`src/sv/wgrm_pkg.sv`:
```
// wgrm_pkg: shared types, constants and the hat decode table for the
// wheel to gamepad report mapper. No dependencies.
package wgrm_pkg;

  localparam int RemW  = 30;
  localparam int QuoW  = 15;
  localparam int CfgW  = 15;
  localparam int IdxW  = 2;

  typedef enum logic [IdxW-1:0] {
    CFG_STEER_RANGE     = 2'd0,
    CFG_DEAD_ZONE       = 2'd1,
    CFG_GAS_THRESHOLD   = 2'd2,
    CFG_BRAKE_THRESHOLD = 2'd3
  } cfg_idx_t;

  localparam logic [14:0] STEER_RANGE_RST     = 15'd5000;
  localparam logic [14:0] DEAD_ZONE_RST       = 15'd2048;
  localparam logic [7:0]  GAS_THRESHOLD_RST   = 8'd127;
  localparam logic [7:0]  BRAKE_THRESHOLD_RST = 8'd55;

  localparam logic [7:0]      TRIG_FULL = 8'hFF;
  localparam logic [7:0]      PEDAL_TOP = 8'hFF;
  localparam logic [QuoW-1:0] STICK_MAX = 15'h7FFF;

  localparam logic [15:0] PAD_UP    = 16'h0001;
  localparam logic [15:0] PAD_DOWN  = 16'h0002;
  localparam logic [15:0] PAD_LEFT  = 16'h0004;
  localparam logic [15:0] PAD_RIGHT = 16'h0008;
  localparam logic [15:0] PAD_START = 16'h0010;
  localparam logic [15:0] PAD_GUIDE = 16'h0400;
  localparam logic [15:0] PAD_A     = 16'h1000;
  localparam logic [15:0] PAD_B     = 16'h2000;
  localparam logic [15:0] PAD_X     = 16'h4000;
  localparam logic [15:0] PAD_Y     = 16'h8000;

  typedef struct packed {
    logic [14:0] steer_range;
    logic [14:0] dead_zone;
    logic [7:0]  gas_threshold;
    logic [7:0]  brake_threshold;
  } cfg_t;

  typedef struct packed {
    logic [15:0]     pad;
    logic            lt;
    logic            rt;
    logic            neg;
    logic            sat;
    logic [RemW-1:0] rem;
    logic [QuoW-1:0] quo;
  } pipe_t;

  function automatic logic [15:0] hat_dpad(input logic [3:0] code);
    logic [15:0] r;
    unique case (code)
      4'd0:    r = PAD_UP;
      4'd1:    r = PAD_UP | PAD_RIGHT;
      4'd2:    r = PAD_RIGHT;
      4'd3:    r = PAD_DOWN | PAD_RIGHT;
      4'd4:    r = PAD_DOWN;
      4'd5:    r = PAD_DOWN | PAD_LEFT;
      4'd6:    r = PAD_LEFT;
      4'd7:    r = PAD_UP | PAD_LEFT;
      default: r = 16'h0000;
    endcase
    return r;
  endfunction

endpackage

```
`src/sv/wgrm_if.sv`:
```
// wgrm channel interfaces: wheel report and gamepad report, valid/ready.
// Depends on nothing.
interface wgrm_wheel_if;
  logic        valid;
  logic        ready;
  logic [15:0] raw_buttons;
  logic [15:0] wheel_position;
  logic [7:0]  gas_level;
  logic [7:0]  brake_level;
  modport source(output valid, raw_buttons, wheel_position, gas_level, brake_level,
                 input ready);
  modport sink(input valid, raw_buttons, wheel_position, gas_level, brake_level,
               output ready);
endinterface

interface wgrm_pad_if;
  logic               valid;
  logic               ready;
  logic [15:0]        pad_buttons;
  logic [7:0]         left_trigger;
  logic [7:0]         right_trigger;
  logic signed [15:0] stick_x;
  modport source(output valid, pad_buttons, left_trigger, right_trigger, stick_x,
                 input ready);
  modport sink(input valid, pad_buttons, left_trigger, right_trigger, stick_x,
               output ready);
endinterface

```
`src/sv/wgrm_pipe_reg.sv`:
```
// wgrm_pipe_reg: one valid/ready pipeline register of the mapper pipeline.
// Depends on wgrm_pkg.
module wgrm_pipe_reg (
  input  logic           clk,
  input  logic           rst,
  input  logic           up_valid,
  output logic           up_ready,
  input  wgrm_pkg::pipe_t up_data,
  output logic           dn_valid,
  input  logic           dn_ready,
  output wgrm_pkg::pipe_t dn_data
);
  import wgrm_pkg::*;

  assign up_ready = !dn_valid || dn_ready;

  always_ff @(posedge clk) begin
    if (rst) begin
      dn_valid <= 1'b0;
    end else if (up_ready) begin
      dn_valid <= up_valid;
    end
  end

  always_ff @(posedge clk) begin
    if (up_ready && up_valid) begin
      dn_data <= up_data;
    end
  end
endmodule

```
`src/sv/wgrm_decode.sv`:
```
// wgrm_decode: button remap, hat decode, pedal compare and wheel magnitude.
// Depends on wgrm_pkg.
module wgrm_decode (
  input  logic [15:0]     raw_buttons,
  input  logic [15:0]     wheel_position,
  input  logic [7:0]      gas_level,
  input  logic [7:0]      brake_level,
  input  wgrm_pkg::cfg_t  cfg,
  output wgrm_pkg::pipe_t dec
);
  import wgrm_pkg::*;

  logic [15:0] pad;
  logic [15:0] mag;

  always_comb begin
    pad = hat_dpad(raw_buttons[3:0]);
    if (raw_buttons[4])  pad = pad | PAD_A;
    if (raw_buttons[5])  pad = pad | PAD_B;
    if (raw_buttons[6])  pad = pad | PAD_X;
    if (raw_buttons[7])  pad = pad | PAD_Y;
    if (raw_buttons[10]) pad = pad | PAD_START;
    if (raw_buttons[11]) pad = pad | PAD_GUIDE;
    if (gas_level < (PEDAL_TOP - cfg.gas_threshold))     pad = pad | PAD_B;
    if (brake_level < (PEDAL_TOP - cfg.brake_threshold)) pad = pad | PAD_A;
  end

  // distance from center, 32768 at most
  assign mag = wheel_position[15] ? {1'b0, wheel_position[14:0]}
                                  : 16'(17'h10000 - 17'(wheel_position) - 17'h08000);

  always_comb begin
    dec     = '0;
    dec.pad = pad;
    dec.lt  = raw_buttons[9];
    dec.rt  = raw_buttons[8];
    dec.neg = !wheel_position[15];
    dec.rem = RemW'(mag);
  end
endmodule

```
`src/sv/wgrm_scale.sv`:
```
// wgrm_scale: magnitude times 32767 and the saturation test against the range.
// Depends on wgrm_pkg.
module wgrm_scale (
  input  wgrm_pkg::pipe_t din,
  input  logic [14:0]     range_eff,
  output wgrm_pkg::pipe_t dout
);
  import wgrm_pkg::*;

  logic [15:0] mag;
  logic [30:0] prod;

  assign mag  = din.rem[15:0];
  assign prod = {mag, 15'd0} - 31'(mag);

  always_comb begin
    dout     = din;
    dout.rem = prod[RemW-1:0];
    dout.sat = prod[RemW-1:QuoW] >= range_eff;
    dout.quo = '0;
  end
endmodule

```
`src/sv/wgrm_div_step.sv`:
```
// wgrm_div_step: a few restoring division steps, quotient bits HI down.
// Depends on wgrm_pkg.
module wgrm_div_step #(
  parameter int HI    = 14,
  parameter int STEPS = 3
) (
  input  wgrm_pkg::pipe_t din,
  input  logic [14:0]     range_eff,
  output wgrm_pkg::pipe_t dout
);
  import wgrm_pkg::*;

  always_comb begin
    logic [RemW-1:0] trial;
    dout = din;
    for (int k = 0; k < STEPS; k++) begin
      trial = RemW'(range_eff) << (HI - k);
      if (dout.rem >= trial) begin
        dout.rem          = dout.rem - trial;
        dout.quo[HI - k]  = 1'b1;
      end
    end
  end
endmodule

```
`src/sv/wheel_to_gamepad_report_map.sv`:
```
// wheel_to_gamepad_report_map: top level, config registers, pipeline, output.
// Depends on wgrm_pkg, wgrm_if and the wgrm submodules.
//
// Maps one wheel report to one gamepad report. A new request is taken every
// cycle while the pad output is not stalled. The stick axis comes from a
// 15-bit restoring divider, which resolves 3 quotient bits per pipeline
// stage over 5 stages after a decode stage and a scale stage. The output
// register and per-stage valid bits let requests keep entering while a
// result waits. Configuration must be written with the pipeline empty.
module wheel_to_gamepad_report_map (
  input  logic                       clk,
  input  logic                       rst,
  wgrm_wheel_if.sink                 wheel,
  wgrm_pad_if.source                 pad,
  input  logic                       cfg_wr_en,
  input  logic [wgrm_pkg::IdxW-1:0]  cfg_index,
  input  logic [wgrm_pkg::CfgW-1:0]  cfg_data
);
  import wgrm_pkg::*;

  localparam int NDIV = 5;
  localparam int NREG = NDIV + 2;

  cfg_t        cfg;
  logic [14:0] range_eff;

  always_ff @(posedge clk) begin
    if (rst) begin
      cfg.steer_range     <= STEER_RANGE_RST;
      cfg.dead_zone       <= DEAD_ZONE_RST;
      cfg.gas_threshold   <= GAS_THRESHOLD_RST;
      cfg.brake_threshold <= BRAKE_THRESHOLD_RST;
    end else if (cfg_wr_en) begin
      unique case (cfg_idx_t'(cfg_index))
        CFG_STEER_RANGE:     cfg.steer_range     <= cfg_data;
        CFG_DEAD_ZONE:       cfg.dead_zone       <= cfg_data;
        CFG_GAS_THRESHOLD:   cfg.gas_threshold   <= cfg_data[7:0];
        CFG_BRAKE_THRESHOLD: cfg.brake_threshold <= cfg_data[7:0];
        default: ;
      endcase
    end
  end

  assign range_eff = (cfg.steer_range == '0) ? 15'd1 : cfg.steer_range;

  pipe_t st_in  [NREG];
  pipe_t st_out [NREG];
  logic  st_vin [NREG];
  logic  st_rdy [NREG];
  logic  st_v   [NREG];
  logic  st_dr  [NREG];

  wgrm_decode u_decode (
    .raw_buttons    (wheel.raw_buttons),
    .wheel_position (wheel.wheel_position),
    .gas_level      (wheel.gas_level),
    .brake_level    (wheel.brake_level),
    .cfg            (cfg),
    .dec            (st_in[0])
  );

  wgrm_scale u_scale (
    .din       (st_out[0]),
    .range_eff (range_eff),
    .dout      (st_in[1])
  );

  for (genvar g = 0; g < NDIV; g++) begin : g_div
    wgrm_div_step #(.HI(QuoW - 1 - 3 * g), .STEPS(3)) u_step (
      .din       (st_out[g + 1]),
      .range_eff (range_eff),
      .dout      (st_in[g + 2])
    );
  end

  assign st_vin[0]  = wheel.valid;
  assign wheel.ready = st_rdy[0];

  for (genvar s = 0; s < NREG; s++) begin : g_stage
    if (s > 0) begin : g_link
      assign st_vin[s]    = st_v[s - 1];
      assign st_dr[s - 1] = st_rdy[s];
    end
    wgrm_pipe_reg u_reg (
      .clk      (clk),
      .rst      (rst),
      .up_valid (st_vin[s]),
      .up_ready (st_rdy[s]),
      .up_data  (st_in[s]),
      .dn_valid (st_v[s]),
      .dn_ready (st_dr[s]),
      .dn_data  (st_out[s])
    );
  end

  pipe_t           last;
  logic            out_ready;
  logic [QuoW-1:0] q_sat;
  logic [QuoW-1:0] q_dz;
  logic [15:0]     stick_next;

  assign last            = st_out[NREG - 1];
  assign out_ready       = !pad.valid || pad.ready;
  assign st_dr[NREG - 1] = out_ready;

  assign q_sat      = last.sat ? STICK_MAX : last.quo;
  assign q_dz       = (q_sat < cfg.dead_zone) ? '0 : q_sat;
  assign stick_next = last.neg ? 16'(17'h10000 - 17'(q_dz)) : 16'(q_dz);

  always_ff @(posedge clk) begin
    if (rst) begin
      pad.valid <= 1'b0;
    end else if (out_ready) begin
      pad.valid <= st_v[NREG - 1];
    end
  end

  always_ff @(posedge clk) begin
    if (out_ready && st_v[NREG - 1]) begin
      pad.pad_buttons   <= last.pad;
      pad.left_trigger  <= last.lt ? TRIG_FULL : 8'd0;
      pad.right_trigger <= last.rt ? TRIG_FULL : 8'd0;
      pad.stick_x       <= stick_next;
    end
  end
endmodule

```
`src/flat_wrapper.sv`:
```
// flat-port wrapper written by rule: the top's interface ports become plain ports
module wheel_to_gamepad_report_map_flat import wgrm_pkg::*;
  (clk, rst, cfg_wr_en, cfg_index, cfg_data, wheel_valid, wheel_raw_buttons, wheel_wheel_position, wheel_gas_level, wheel_brake_level, wheel_ready, pad_valid, pad_pad_buttons, pad_left_trigger, pad_right_trigger, pad_stick_x, pad_ready);
  wgrm_wheel_if wheel_i ();
  wgrm_pad_if pad_i ();
  input  logic clk;
  input  logic rst;
  input  logic cfg_wr_en;
  input  logic [wgrm_pkg::IdxW-1:0] cfg_index;
  input  logic [wgrm_pkg::CfgW-1:0] cfg_data;
  input wire logic [$bits(wheel_i.valid)-1:0] wheel_valid;
  input wire logic [$bits(wheel_i.raw_buttons)-1:0] wheel_raw_buttons;
  input wire logic [$bits(wheel_i.wheel_position)-1:0] wheel_wheel_position;
  input wire logic [$bits(wheel_i.gas_level)-1:0] wheel_gas_level;
  input wire logic [$bits(wheel_i.brake_level)-1:0] wheel_brake_level;
  output wire logic [$bits(wheel_i.ready)-1:0] wheel_ready;
  output wire logic [$bits(pad_i.valid)-1:0] pad_valid;
  output wire logic [$bits(pad_i.pad_buttons)-1:0] pad_pad_buttons;
  output wire logic [$bits(pad_i.left_trigger)-1:0] pad_left_trigger;
  output wire logic [$bits(pad_i.right_trigger)-1:0] pad_right_trigger;
  output wire logic [$bits(pad_i.stick_x)-1:0] pad_stick_x;
  input wire logic [$bits(pad_i.ready)-1:0] pad_ready;
  assign wheel_i.valid = wheel_valid;
  assign wheel_i.raw_buttons = wheel_raw_buttons;
  assign wheel_i.wheel_position = wheel_wheel_position;
  assign wheel_i.gas_level = wheel_gas_level;
  assign wheel_i.brake_level = wheel_brake_level;
  assign wheel_ready = wheel_i.ready;
  assign pad_valid = pad_i.valid;
  assign pad_pad_buttons = pad_i.pad_buttons;
  assign pad_left_trigger = pad_i.left_trigger;
  assign pad_right_trigger = pad_i.right_trigger;
  assign pad_stick_x = pad_i.stick_x;
  assign pad_i.ready = pad_ready;
  wheel_to_gamepad_report_map u_core (.clk(clk), .rst(rst), .wheel(wheel_i), .pad(pad_i), .cfg_wr_en(cfg_wr_en), .cfg_index(cfg_index), .cfg_data(cfg_data));
endmodule
```
`config.mk`:
```
export PLATFORM = sky130hd
export DESIGN_NAME = wheel_to_gamepad_report_map_flat
export DESIGN_NICKNAME = d
export VERILOG_FILES = /design/src/sv/wgrm_pkg.sv /design/src/sv/wgrm_if.sv /design/src/sv/wgrm_pipe_reg.sv /design/src/sv/wgrm_decode.sv /design/src/sv/wgrm_scale.sv /design/src/sv/wgrm_div_step.sv /design/src/sv/wheel_to_gamepad_report_map.sv /design/src/flat_wrapper.sv
export SDC_FILE = /design/constraint.sdc
export NUM_CORES = 1
export LEC_CHECK = 0
export BUFFER_PORTS_ARGS = -buffer_cell sky130_fd_sc_hd__buf_2
export CAP_MARGIN = 25
export CORE_ASPECT_RATIO = 0.6
export CORE_MARGIN = 2
export CORE_UTILIZATION = 35
export CTS_BUF_LIST = sky130_fd_sc_hd__clkbuf_4 sky130_fd_sc_hd__clkbuf_8 sky130_fd_sc_hd__clkbuf_16
export CTS_CLUSTER_DIAMETER = 120
export DETAILED_ROUTE_END_ITERATION = 8
export GPL_ROUTABILITY_DRIVEN = 0
export GPL_TIMING_DRIVEN = 0
export HOLD_SLACK_MARGIN = 0.03
export PLACE_DENSITY = 0.53
export SLEW_MARGIN = 20
export SYNTH_ARGS = -nofsm -noshare
export SYNTH_HDL_FRONTEND = slang
export SYNTH_HIERARCHICAL = 1
export SYNTH_SLANG_ARGS = --single-unit
```
`constraint.sdc`:
```
create_clock -name clk -period 12.58 [get_ports clk]
set_input_delay 0.629 -clock clk [delete_from_list [all_inputs] [get_ports clk]]
set_output_delay 0.629 -clock clk [all_outputs]
set_load 0.005 [all_outputs]
```
==> run summary <==
Worst path slowest cell = clkbuf_1
P_int = 4000 uW
Worst-Margin Slew = 1.20 ns
Nets = 4343
Yosys warns = 6
Row cnt = 92
Count of pins over their slew limit = 0
Skew-Pair Late Insertion Delay = 0.63 ns
Final hold vios = 0
Die width = 424 um
CP Capture Type = flip-flop
Tcrit/Tclk final = 0.948
Setup slack at placement = 0.823 ns
Layout area overhead = 11.3%
Initial Util = 0.353
Post-Synthesis Cell Area = 37000 um2
Pleak = 0.0157 uW
Tmin final = 11.92 ns
Fillers = 10400
Inst Count DP = 5344
Post-Syn Area per Cell = 9.74 um2
Antenna Nets Post-Route = 0
DR DRC count = 0
Vias in the first global route = 26200
P_sw = 2430 uW
Setup_tns = 0 ns
Ratio of cells with drive above 1 in the final layout = 0.179
Sequential power share = 0.306
Worst hold path type = in2reg
Number of hold buffers added after CTS = 0
Largest net degree at the start of global routing = 66
Max Cap Violations = 0
CP startpoint kind = flip-flop
Final Skew = 0.0194 ns
Setup Viol. Count Final = 0
Non-Filler Instances = 5438
CP peak stage delay = 0.89 ns
First-pass GRT wire length = 163000 um
CP arrival = 12.24 ns
GRT Util Overall = 0.194
Root buffer cell = clkbuf_16
Initial DRC Count = 3010
Core ar. = 105000 um2
Delay-heaviest family, CP = compound AO/OA/AOI/OAI gates
CP required = 12.89 ns
# port buffers = 108
Power density cells = 156 nW/um2
Sinks on Clock Net = 483
# IOs = 120
RSZ-0062 raised after global routing = no
Worst setup margin = 0.659 ns
Logic pwr share = 0.460
Worst path bufs/invs = 6
WL final = 108000 um
Clock power frac = 0.234
Worst IR drop on VDD = 0.131 mV
Gate Count Post-Synth = 3799
Clock Tree Buf Depth = 3
Rel. slew slack = 0.202
Vias = 28800
Num CTS Buffers = 49
Initial antenna violation count = 4
Switching share of total power = 0.377
Die area = 108000 um2
Post-DP HPWL = 84600 um
Reg clk slew, reported paths = 0.07 ns
Tot Pwr = 6430 uW
Worst Setup Path Type = reg2reg
First-pass DRT Iterations = 5
CTS tree = built
Max Clock Freq = 83.9 MHz
GR Overflow Total = 0
CP max FO = 10
Routed wire per std cell = 19.8 um
Die height = 256 um
Vias per cell = 5.30
Status = complete, no violations
H-tree depth = 2
-- registers in the layout, indices dropped and copies added (netlist names) --
| name | flops |
|---|---|
| u_core/pad.pad_buttons | 16 |
| u_core/pad.left_trigger | 1 |
| u_core/g_stage.u_reg/dn_data | 395 |
| u_core/pad.valid | 1 |
| u_core/g_stage.u_reg/dn_valid | 7 |
| u_core/pad.stick_x | 16 |
| u_core/pad.right_trigger | 1 |
| u_core/cfg | 46 |
-- through the flow --
| step | hold slack (ns) | util | cell area, um2 |
|---|---|---|---|
| after floorplan | 0.400 | - | 37100 |
| after global placement | 0.401 | 0.375 | 39400 |
| after detailed placement | 0.405 | 0.377 | 39500 |
| after CTS | 0.138 | 0.392 | 41100 |
| after global routing | 0.147 | 0.393 | 41200 |
| final | 0.177 | 0.393 | 41200 |
-- per-layer routing --
layer  track usage  routed length [um]
met2         0.227               35900
met5             0                   0
met4        0.0308                1510
met1         0.331               58900
met3        0.0602               11400
-- layout make-up --
type / instances / area, um2 / share of cell area
diodes: 1 / 2.50 / 0.0000608
plain buffers: 362 / 2460 / 0.0596
clock buffers: 54 / 1260 / 0.0307
clock inverters: 38 / 338 / 0.00820
inverters: 207 / 777 / 0.0189
multi-input cells: 2766 / 19900 / 0.483
flip-flops and latches: 483 / 14000 / 0.339
well taps: 1410 / 1760 / 0.0428
repair buffers: 117 / 728 / 0.0177
-- cell usage in the layout (no fill, tap or decap), drive strengths merged, types with 14 or more instances in the layout --
cell	count
or4	25
a2111oi	18
conb	21
o21ai	180
a211oi	35
clkbuf	124
inv	216
nor2b	36
a21oi	310
nor4	43
or3	19
ha	272
and4	15
nor2	254
nand2	343
a21o	89
fa	15
dfxtp	54
nand4	63
xor2	96
mux2	90
xnor2	167
edfxtp	429
mux2i	23
a21boi	14
a31oi	44
and3	34
buf	408
nand2b	50
nand3b	27
o21a	29
clkinv	21
o31ai	26
nor3	56
o21bai	25
nand3	76
and2	35
o211ai	32
or2	29
-- worst paths after layout --
kind / from / end / slack (ns) / depth (start not counted)
setup / recovery: u_core/cfg[40] / u_core/g_stage[4].u_reg/dn_data[6] / 0.66 / 36
hold reg to reg: u_core/g_stage[6].u_reg/dn_data[47] / u_core/pad.right_trigger[6] / 0.41 / 0
setup reg to reg: u_core/cfg[40] / u_core/g_stage[4].u_reg/dn_data[6] / 0.66 / 36
hold / removal: wheel_raw_buttons[6] / u_core/g_stage[0].u_reg/dn_data[63] / 0.18 / 1
-- power by group through the flow --
stage          Sequential, uW  Combinational (uW)  Clock [uW]
6_report                 1970                2960        1500
5_1_grt                  1970                3260        1620
4_1_cts                  1960                2900        1560
3_5_place_dp             2000                2870           0
3_3_place_gp             2000                2870           0
2_1_floorplan            1970                2250           0
-- timing repair --
action | in CTS | in global routing
setup endpoints to repair | 0 | 16
gates resized for setup | 0 | 8
buffers inserted | 0 | 0
Power figures use the tool's default switching activity.
